### config.mk
export PLATFORM = sky130hd
export DESIGN_NAME = probe_header_checksum_builder_unit_flat
export DESIGN_NICKNAME = d
export VERILOG_FILES = /design/src/rtl/core/phcb_pkg.sv /design/src/rtl/core/phcb_in_if.sv /design/src/rtl/core/phcb_out_if.sv /design/src/rtl/core/phcb_cfg_regs.sv /design/src/rtl/core/phcb_calc.sv /design/src/rtl/core/probe_header_checksum_builder_unit.sv /design/src/flat_wrapper.sv
export SDC_FILE = /design/constraint.sdc
export NUM_CORES = 1
export LEC_CHECK = 0
export BUFFER_PORTS_ARGS = -buffer_cell sky130_fd_sc_hd__buf_2
export CORE_MARGIN = 4
export CORE_UTILIZATION = 30
export CTS_BUF_LIST = sky130_fd_sc_hd__clkbuf_4 sky130_fd_sc_hd__clkbuf_8
export DETAILED_ROUTE_END_ITERATION = 8
export PLACE_DENSITY = 0.57
export SLEW_MARGIN = 25
export SYNTH_ARGS = -nofsm -noshare
export SYNTH_HDL_FRONTEND = slang
export SYNTH_SLANG_ARGS = --single-unit
### constraint.sdc
create_clock -name clk -period 18.6 [get_ports clk]
set_clock_uncertainty 0.2 [all_clocks]
set_input_delay 0 -clock clk [delete_from_list [all_inputs] [get_ports clk]]
set_output_delay 0 -clock clk [all_outputs]
set_load 0.03 [all_outputs]
### src/rtl/core/phcb_pkg.sv
`default_nettype none

package phcb_pkg;

    typedef enum logic
    {
        MODE_ICMP = 1'b0,
        MODE_UDP  = 1'b1
    } proto_mode_t;

    typedef enum logic [2:0]
    {
        REG_PROTOCOL_MODE       = 3'd0,
        REG_DST_PORT            = 3'd1,
        REG_SRC_PORT            = 3'd2,
        REG_PROCESS_ID          = 3'd3,
        REG_SOURCE_ADDRESS      = 3'd4,
        REG_DESTINATION_ADDRESS = 3'd5,
        REG_FILL_BYTE           = 3'd6,
        REG_PROBE_LENGTH        = 3'd7
    } cfg_reg_t;

    localparam int unsigned CFG_INDEX_W = 3;
    localparam int unsigned CFG_DATA_W  = 32;

    localparam logic [15:0] ICMP_ECHO_WORD     = 16'h0800;
    localparam logic [15:0] UDP_PROTO_NUM      = 16'd17;
    localparam logic [15:0] ICMP_MIN_LEN       = 16'd8;
    localparam logic [15:0] UDP_MIN_LEN        = 16'd12;
    localparam logic [15:0] HDR_BYTES          = 16'd8;
    localparam logic [15:0] CORR_FILL_START    = 16'd10;
    localparam logic [15:0] ALL_ONES_WORD      = 16'hffff;
    localparam logic [15:0] PROBE_LENGTH_RESET = 16'd64;

    typedef struct packed
    {
        proto_mode_t protocol_mode;
        logic [15:0] dst_port;
        logic [15:0] src_port;
        logic [15:0] process_id;
        logic [31:0] source_address;
        logic [31:0] destination_address;
        logic [7:0]  fill_byte;
        logic [15:0] probe_length;
    } cfg_t;

    typedef struct packed
    {
        logic [15:0] header_word_0;
        logic [15:0] header_word_1;
        logic [15:0] header_word_2;
        logic [15:0] header_word_3;
        logic [15:0] correction_word;
        logic        correction_used;
        logic [15:0] total_length;
    } result_t;

endpackage

`default_nettype wire

### src/rtl/core/phcb_in_if.sv
`default_nettype none

interface phcb_in_if;
    logic        valid;
    logic        ready;
    logic [15:0] sequence_number;

    modport source (output valid, output sequence_number, input ready);
    modport sink (input valid, input sequence_number, output ready);
endinterface

`default_nettype wire

### src/rtl/core/phcb_out_if.sv
`default_nettype none

interface phcb_out_if;
    logic        valid;
    logic        ready;
    logic [15:0] header_word_0;
    logic [15:0] header_word_1;
    logic [15:0] header_word_2;
    logic [15:0] header_word_3;
    logic [15:0] correction_word;
    logic        correction_used;
    logic [15:0] total_length;

    modport source
    (
        output valid, output header_word_0, output header_word_1, output header_word_2,
        output header_word_3, output correction_word, output correction_used,
        output total_length, input ready
    );
    modport sink
    (
        input valid, input header_word_0, input header_word_1, input header_word_2,
        input header_word_3, input correction_word, input correction_used,
        input total_length, output ready
    );
endinterface

`default_nettype wire

### src/rtl/core/phcb_cfg_regs.sv
`default_nettype none

module phcb_cfg_regs
(
    input  wire logic                                clk,
    input  wire logic                                rst_n,
    input  wire logic                                cfg_wr_en,
    input  wire logic [phcb_pkg::CFG_INDEX_W-1:0]    cfg_index,
    input  wire logic [phcb_pkg::CFG_DATA_W-1:0]     cfg_wdata,
    output phcb_pkg::cfg_t                           cfg
);

    phcb_pkg::cfg_t cfg_reg;
    phcb_pkg::cfg_t cfg_next;

    always_comb
    begin
        cfg_next = cfg_reg;
        if (cfg_wr_en)
        begin
            unique case (cfg_index)
                phcb_pkg::REG_PROTOCOL_MODE:
                    cfg_next.protocol_mode = phcb_pkg::proto_mode_t'(cfg_wdata[0]);
                phcb_pkg::REG_DST_PORT:            cfg_next.dst_port = cfg_wdata[15:0];
                phcb_pkg::REG_SRC_PORT:            cfg_next.src_port = cfg_wdata[15:0];
                phcb_pkg::REG_PROCESS_ID:          cfg_next.process_id = cfg_wdata[15:0];
                phcb_pkg::REG_SOURCE_ADDRESS:      cfg_next.source_address = cfg_wdata;
                phcb_pkg::REG_DESTINATION_ADDRESS: cfg_next.destination_address = cfg_wdata;
                phcb_pkg::REG_FILL_BYTE:           cfg_next.fill_byte = cfg_wdata[7:0];
                phcb_pkg::REG_PROBE_LENGTH:        cfg_next.probe_length = cfg_wdata[15:0];
                default:                           cfg_next = cfg_reg;
            endcase
        end
    end

    always_ff @(posedge clk or negedge rst_n)
    begin
        if (!rst_n)
        begin
            cfg_reg.protocol_mode       <= phcb_pkg::MODE_ICMP;
            cfg_reg.dst_port            <= '0;
            cfg_reg.src_port            <= '0;
            cfg_reg.process_id          <= '0;
            cfg_reg.source_address      <= '0;
            cfg_reg.destination_address <= '0;
            cfg_reg.fill_byte           <= '0;
            cfg_reg.probe_length        <= phcb_pkg::PROBE_LENGTH_RESET;
        end
        else
        begin
            cfg_reg <= cfg_next;
        end
    end

    assign cfg = cfg_reg;

endmodule

`default_nettype wire

### src/rtl/core/phcb_calc.sv
`default_nettype none

module phcb_calc
(
    input  wire phcb_pkg::cfg_t cfg,
    input  wire logic [15:0]    sequence_number,
    output phcb_pkg::result_t   result
);

    function automatic logic [15:0] fold_complement(input logic [32:0] sum);
        logic [17:0] s1;
        logic [16:0] s2;
        logic [15:0] s3;
        s1 = 18'(sum[32:16]) + 18'(sum[15:0]);
        s2 = 17'(s1[17:16]) + 17'(s1[15:0]);
        s3 = s2[15:0] + 16'(s2[16]);
        return ~s3;
    endfunction

    logic        is_udp;
    logic        seq_in_cksum;
    logic [15:0] min_len;
    logic [15:0] len;
    logic [15:0] fill_start;
    logic [15:0] fill_bytes;
    logic [15:0] fill_word;
    logic [30:0] pair_sum;
    logic [31:0] fill_sum;
    logic [15:0] w0;
    logic [15:0] w1;
    logic [15:0] w3_in;
    logic [32:0] header_sum;
    logic [32:0] total_sum;
    logic [15:0] cksum;

    always_comb
    begin
        is_udp       = (cfg.protocol_mode == phcb_pkg::MODE_UDP);
        seq_in_cksum = is_udp && (cfg.dst_port != '0) && (cfg.src_port != '0)
                       && (sequence_number != '0);
        min_len      = is_udp ? phcb_pkg::UDP_MIN_LEN : phcb_pkg::ICMP_MIN_LEN;
        len          = (cfg.probe_length < min_len) ? min_len : cfg.probe_length;

        // Fill bytes pair up into words holding the byte twice; an odd tail
        // byte lands in the high half of its word.
        fill_start = seq_in_cksum ? phcb_pkg::CORR_FILL_START : phcb_pkg::HDR_BYTES;
        fill_bytes = len - fill_start;
        fill_word  = {cfg.fill_byte, cfg.fill_byte};
        pair_sum   = fill_bytes[15:1] * fill_word;
        fill_sum   = 32'(pair_sum) + (fill_bytes[0] ? {16'h0000, cfg.fill_byte, 8'h00} : 32'h0);

        if (!is_udp)
        begin
            w0    = phcb_pkg::ICMP_ECHO_WORD;
            w1    = '0;
            w3_in = sequence_number;
            header_sum = 33'(w0) + 33'(cfg.process_id) + 33'(sequence_number);
        end
        else
        begin
            if (cfg.dst_port != '0)
            begin
                w1 = cfg.dst_port;
                if (cfg.src_port != '0)
                begin
                    w0    = cfg.src_port;
                    w3_in = sequence_number;
                end
                else
                begin
                    w0    = sequence_number;
                    w3_in = '0;
                end
            end
            else
            begin
                w1    = sequence_number;
                w0    = (cfg.src_port != '0) ? cfg.src_port : cfg.process_id;
                w3_in = '0;
            end
            // The pseudo-header length and the header length field are both len.
            header_sum = 33'(cfg.source_address[31:16]) + 33'(cfg.source_address[15:0])
                       + 33'(cfg.destination_address[31:16])
                       + 33'(cfg.destination_address[15:0])
                       + 33'(phcb_pkg::UDP_PROTO_NUM) + 33'(len) + 33'(len)
                       + 33'(w0) + 33'(w1) + 33'(w3_in);
        end

        total_sum = header_sum + 33'(fill_sum);
        cksum     = fold_complement(total_sum);

        result.total_length    = len;
        result.header_word_0   = w0;
        if (!is_udp)
        begin
            result.header_word_1   = cksum;
            result.header_word_2   = cfg.process_id;
            result.header_word_3   = sequence_number;
            result.correction_word = '0;
            result.correction_used = 1'b0;
        end
        else
        begin
            result.header_word_1 = w1;
            result.header_word_2 = len;
            if (seq_in_cksum)
            begin
                result.header_word_3   = sequence_number;
                result.correction_word = cksum;
                result.correction_used = 1'b1;
            end
            else
            begin
                result.header_word_3   = (cksum == '0) ? phcb_pkg::ALL_ONES_WORD : cksum;
                result.correction_word = '0;
                result.correction_used = 1'b0;
            end
        end
    end

endmodule

`default_nettype wire

### src/rtl/core/probe_header_checksum_builder_unit.sv
`default_nettype none

// Builds the four header words of an IPv4 ICMP echo or UDP probe for each
// sequence number word, with the Internet checksum over the header, the
// fill-byte payload and, for UDP, the pseudo-header. A word is registered on
// entry, the header and checksum are formed in one pass through one 15x16
// multiplier and an adder tree, and the result is registered on exit. One
// word per cycle is sustained while the output is taken. The output register
// lets a new word enter while a result waits to be taken. The user must write
// the configuration registers through the cfg_wr_en, cfg_index and cfg_wdata
// port only while no word is in flight; the block does not enforce this.
module probe_header_checksum_builder_unit
(
    input  wire logic                                clk,
    input  wire logic                                rst_n,
    phcb_in_if.sink                                  probe_in,
    phcb_out_if.source                               probe_out,
    input  wire logic                                cfg_wr_en,
    input  wire logic [phcb_pkg::CFG_INDEX_W-1:0]    cfg_index,
    input  wire logic [phcb_pkg::CFG_DATA_W-1:0]     cfg_wdata
);

    phcb_pkg::cfg_t    cfg;
    phcb_pkg::result_t calc_result;

    logic              in_valid_reg;
    logic              in_valid_next;
    logic [15:0]       seq_reg;
    logic              out_valid_reg;
    logic              out_valid_next;
    phcb_pkg::result_t out_data_reg;
    logic              out_free;
    logic              in_fire;

    phcb_cfg_regs u_cfg_regs
    (
        .clk       (clk),
        .rst_n     (rst_n),
        .cfg_wr_en (cfg_wr_en),
        .cfg_index (cfg_index),
        .cfg_wdata (cfg_wdata),
        .cfg       (cfg)
    );

    phcb_calc u_calc
    (
        .cfg             (cfg),
        .sequence_number (seq_reg),
        .result          (calc_result)
    );

    always_comb
    begin
        out_free       = !out_valid_reg || probe_out.ready;
        probe_in.ready = !in_valid_reg || out_free;
        in_fire        = probe_in.valid && probe_in.ready;
        in_valid_next  = in_fire ? 1'b1 : (out_free ? 1'b0 : in_valid_reg);
        out_valid_next = out_free ? in_valid_reg : 1'b1;
    end

    always_ff @(posedge clk or negedge rst_n)
    begin
        if (!rst_n)
        begin
            in_valid_reg  <= 1'b0;
            out_valid_reg <= 1'b0;
        end
        else
        begin
            in_valid_reg  <= in_valid_next;
            out_valid_reg <= out_valid_next;
        end
    end

    always_ff @(posedge clk)
    begin
        if (in_fire)
        begin
            seq_reg <= probe_in.sequence_number;
        end
        if (out_free && in_valid_reg)
        begin
            out_data_reg <= calc_result;
        end
    end

    assign probe_out.valid           = out_valid_reg;
    assign probe_out.header_word_0   = out_data_reg.header_word_0;
    assign probe_out.header_word_1   = out_data_reg.header_word_1;
    assign probe_out.header_word_2   = out_data_reg.header_word_2;
    assign probe_out.header_word_3   = out_data_reg.header_word_3;
    assign probe_out.correction_word = out_data_reg.correction_word;
    assign probe_out.correction_used = out_data_reg.correction_used;
    assign probe_out.total_length    = out_data_reg.total_length;

endmodule

`default_nettype wire

### src/flat_wrapper.sv
// flat-port wrapper written by rule: the top's interface ports become plain ports
module probe_header_checksum_builder_unit_flat 
  (clk, rst_n, cfg_wr_en, cfg_index, cfg_wdata, probe_in_valid, probe_in_sequence_number, probe_in_ready, probe_out_valid, probe_out_header_word_0, probe_out_header_word_1, probe_out_header_word_2, probe_out_header_word_3, probe_out_correction_word, probe_out_correction_used, probe_out_total_length, probe_out_ready);
  phcb_in_if probe_in_i ();
  phcb_out_if probe_out_i ();
  input  wire logic clk;
  input  wire logic rst_n;
  input  wire logic cfg_wr_en;
  input  wire logic [phcb_pkg::CFG_INDEX_W-1:0] cfg_index;
  input  wire logic [phcb_pkg::CFG_DATA_W-1:0] cfg_wdata;
  input wire logic [$bits(probe_in_i.valid)-1:0] probe_in_valid;
  input wire logic [$bits(probe_in_i.sequence_number)-1:0] probe_in_sequence_number;
  output wire logic [$bits(probe_in_i.ready)-1:0] probe_in_ready;
  output wire logic [$bits(probe_out_i.valid)-1:0] probe_out_valid;
  output wire logic [$bits(probe_out_i.header_word_0)-1:0] probe_out_header_word_0;
  output wire logic [$bits(probe_out_i.header_word_1)-1:0] probe_out_header_word_1;
  output wire logic [$bits(probe_out_i.header_word_2)-1:0] probe_out_header_word_2;
  output wire logic [$bits(probe_out_i.header_word_3)-1:0] probe_out_header_word_3;
  output wire logic [$bits(probe_out_i.correction_word)-1:0] probe_out_correction_word;
  output wire logic [$bits(probe_out_i.correction_used)-1:0] probe_out_correction_used;
  output wire logic [$bits(probe_out_i.total_length)-1:0] probe_out_total_length;
  input wire logic [$bits(probe_out_i.ready)-1:0] probe_out_ready;
  assign probe_in_i.valid = probe_in_valid;
  assign probe_in_i.sequence_number = probe_in_sequence_number;
  assign probe_in_ready = probe_in_i.ready;
  assign probe_out_valid = probe_out_i.valid;
  assign probe_out_header_word_0 = probe_out_i.header_word_0;
  assign probe_out_header_word_1 = probe_out_i.header_word_1;
  assign probe_out_header_word_2 = probe_out_i.header_word_2;
  assign probe_out_header_word_3 = probe_out_i.header_word_3;
  assign probe_out_correction_word = probe_out_i.correction_word;
  assign probe_out_correction_used = probe_out_i.correction_used;
  assign probe_out_total_length = probe_out_i.total_length;
  assign probe_out_i.ready = probe_out_ready;
  probe_header_checksum_builder_unit u_core (.clk(clk), .rst_n(rst_n), .probe_in(probe_in_i), .probe_out(probe_out_i), .cfg_wr_en(cfg_wr_en), .cfg_index(cfg_index), .cfg_wdata(cfg_wdata));
endmodule
==> key figures <==
Place
  – DP Wirelength: 57800 um
  – I/O Buffers: 154
  – Routability cong.: 0.896
  – Placed cells: 3344
  – Pre-CTS WS: 315 ps

Critical path
  – Cells on worst reg2reg path: 68
  – Crit path DAT: 17880 ps
  – R2R Setup Slk: 930 ps
  – Crit Path Max Fanout: 15
  – Crit-path most repeated cell: fa_1
  – Crit. End Element: flip-flop
  – Slowest-stage cell, CP: or4b_4
  – CP Class: flip-flop to flip-flop
  – Worst Setup EP: u_core.probe_out.header_word_3[1]
  – Reg2reg end: u_core.probe_out.header_word_3[1]
  – Crit start category: flip-flop
  – Crit path launch: u_core.u_cfg_regs.cfg[9]
  – Worst r2r src: u_core.u_cfg_regs.cfg[9]
  – Max incr delay on CP: 690 ps
  – Crit path required time: 18810 ps

Global routing
  – Number of global-route vias before repair: 18354
  – Met1 Track Usage GR: 23.0%
  – M2 GR Usage: 30.4%
  – All-Layer GR Usage: 17.5%
  – Met3 usage: 1.97%
  – Grt ovf: 0
  – Antenna violations before repair: 0
  – Largest net degree at the start of global routing: 81
  – Busiest grt layer: met2
  – First-pass GRT wire length: 111000 um

STA
  – Final critical-path share of the clock period: 95.0%
  – Worst Setup Slack, final: 933 ps
  – Least-Margin Pin Slew: 1060 ps
  – Fmax: 56.6 MHz
  – Worst rel slew slack: 29.3%
  – Final hold vios: 0
  – Fin crit period: 17670 ps
  – Setup Viol. Count Final: 0
  – Fin. max-slew vios: 0

Layout
  – Layout cells sized above 1: 18.8%
  – Final std cells w/o fill: 3502
  – P&R area growth vs syn: 16.3%
  – NumNets Final: 2960
  – Final core utilization: 35.3%
  – Max reg flops: 137
  – Number of fill cells: 7776

Route
  – DR vias: 16971
  – Final ANT Viol Nets: 0
  – Vias per cell: 4.85
  – Remaining DRCs: 0
  – Initial DRC Count: 1057
  – Detailed Routing Iterations Pass 1: 5
  – WL per Instance: 20.7 um
  – DRT Wirelength: 72700 um

Floorplanning
  – Row count: 102
  – Die footprint: 0.0832 mm^2
  – Die Span Y: 289 um
  – Io pins: 155
  – Die span in x: 289 um
  – Initial Util: 30.4%
  – Core ar.: 0.0777 mm^2

Synthesis
  – Top-count cell post-synth: inv_1
  – Yosys Warn Count: 0
  – Xor/xnor share of the synthesized area: 3.50%
  – Post-synthesis compound-gate area fraction: 7.98%
  – Multiplexer share of the synthesized area: 8.06%
  – Seq/Total Area, Yosys: 29.1%
  – Top cell type's share of synthesized area: 22.8%
  – Synth Register Bits: 252
  – Synth cell types: 88
  – Post-Synth Adder-Cell Area: 33.8%
  – Mapped Cells: 2195
  – Syn_nets: 2727
  – Syn Area/Cell: 10.8 um^2
  – Mapped cell area: 0.0236 mm^2
  – Commonest cells post-synth: 385 x inv_1, 269 x fa_1, 207 x ha_1
  – Main synth FF type: dfrtp_1
  – Post-synth EDFFs: 113
  – Largest family of logic cells by synthesized area: adder cells
  – Area leader, netlist: fa_1
  – Async SR Flop Fraction: 55.2%
  – Post-Synth Simple-Gate Area: 10.3%
  – Synth top area cells: fa_1 23%, dfrtp_1 15%, edfxtp_1 14%, ha_1 11%, mux2_2 7.3%

Clocking
  – CTS root buffer: clkbuf_8
  – CTS max path bufs: 3
  – CTS tree: built
  – Htree depth: 2
  – Clock sink count: 252
  – Num CTS Buffers: 41
  – Post-CTS setup buffers: 0
  – CTS clk-pin slew, worst paths: 70 ps
  – Skew-Pair Late Insertion Delay: 580 ps

Run
  – Max-cap violation count: 0

Status
  – Status: finished, final reports clean

Hold path
  – Worst min path class: input port to flip-flop
## worst min-delay path by stage
stage,startpoint,endpoint,slack [ps],cells past startpoint
floorplan,rst_n,u_core.in_valid_reg,-500,0
global placement,rst_n,u_core.u_cfg_regs.cfg[84],-90,1
detailed placement,rst_n,u_core.u_cfg_regs.cfg[83],-70,1
CTS,cfg_wdata[21],u_core.u_cfg_regs.cfg[77],1,3
global route,cfg_wdata[22],u_core.u_cfg_regs.cfg[46],30,3
finish,cfg_wdata[21],u_core.u_cfg_regs.cfg[77],30,3
## logic make-up (layout without fill, tap and decap cells)
| family | count (synthesis) | count (layout) |
|---|---|---|
| adders and majority gates | 476 | 476 |
| and+or+nand+nor | 466 | 466 |
| buffers and inverters | 453 | 719 |
| AOI/OAI and AO/OA | 285 | 285 |
| DFF | 252 | 252 |
| muxes | 171 | 171 |
| xor gates and xnor gates | 92 | 92 |
| other | 0 | 1 |
## routing by layer
layer / wire, um / part of all wire, %
met1: 31300 / 43
met5: 0 / 0
met4: 2340 / 3.2
met3: 3250 / 4.5
met2: 35800 / 49
## layout by cell type, fill, tap and decap left out, drive strengths merged, types with 20 or more instances in the layout
master | Yosys | layout
inv | 385 | 387
a21o | 33 | 33
xnor2 | 58 | 58
ha | 207 | 207
nand2 | 130 | 130
o21bai | 22 | 22
fa | 269 | 269
buf | 11 | 179
a21oi | 79 | 79
clkbuf | 57 | 46
edfxtp | 113 | 113
and2 | 70 | 70
dfrtp | 138 | 138
nand2b | 20 | 20
nor2 | 88 | 88
nor3 | 24 | 24
nor2b | 44 | 44
dlygate4sd3 | 0 | 79
mux2 | 153 | 153
xor2 | 33 | 33
o21ai | 65 | 65
## worst max-delay path, delay by kind of cell (launching register included)
family / cells / cell delay, ps
AO/OA/AOI/OAI: 30 / 6200
XOR/XNOR: 3 / 550
adder cells (fa/ha/maj): 15 / 6280
buffers and inverters: 7 / 550
flip-flops: 1 / 450
AND/OR/NAND/NOR: 13 / 3290
## layout make-up
cell class | instances | area [um^2] | share of cell area [%]
clock buffer | 46 | 614 | 2.24
inverter | 385 | 1450 | 5.26
tap | 1040 | 1300 | 4.74
clock inverter | 30 | 334 | 1.22
multi-input combinational | 1490 | 15100 | 55.0
sequential | 252 | 6870 | 25.0
timing repair buffer | 258 | 1780 | 6.50
antenna | 1 | 2.50 | 0.00912
## what timing repair did
| action | 4_1_cts | 5_1_grt |
|---|---|---|
| endpoints found under the hold margin | 272 | 0 |
| setup endpoints to repair | 0 | 16 |
| gates resized for setup | 0 | 9 |
| hold buffers | 80 | 0 |
## through the flow
stage | setup TNS [ps] | instance area (um^2) | hold WS, ps
after floorplan | 0 | 23600 | -496
after global placement | 0 | 25600 | -85.4
after detailed placement | 0 | 25600 | -74.5
after CTS | 0 | 27400 | 1.39
after global routing | -9.86 | 27400 | 25.0
final | 0 | 27400 | 29.1
Power is left out: the tool's default activity adds up to more than one toggle a clock period on the data nets, which glitch-free logic cannot reach.
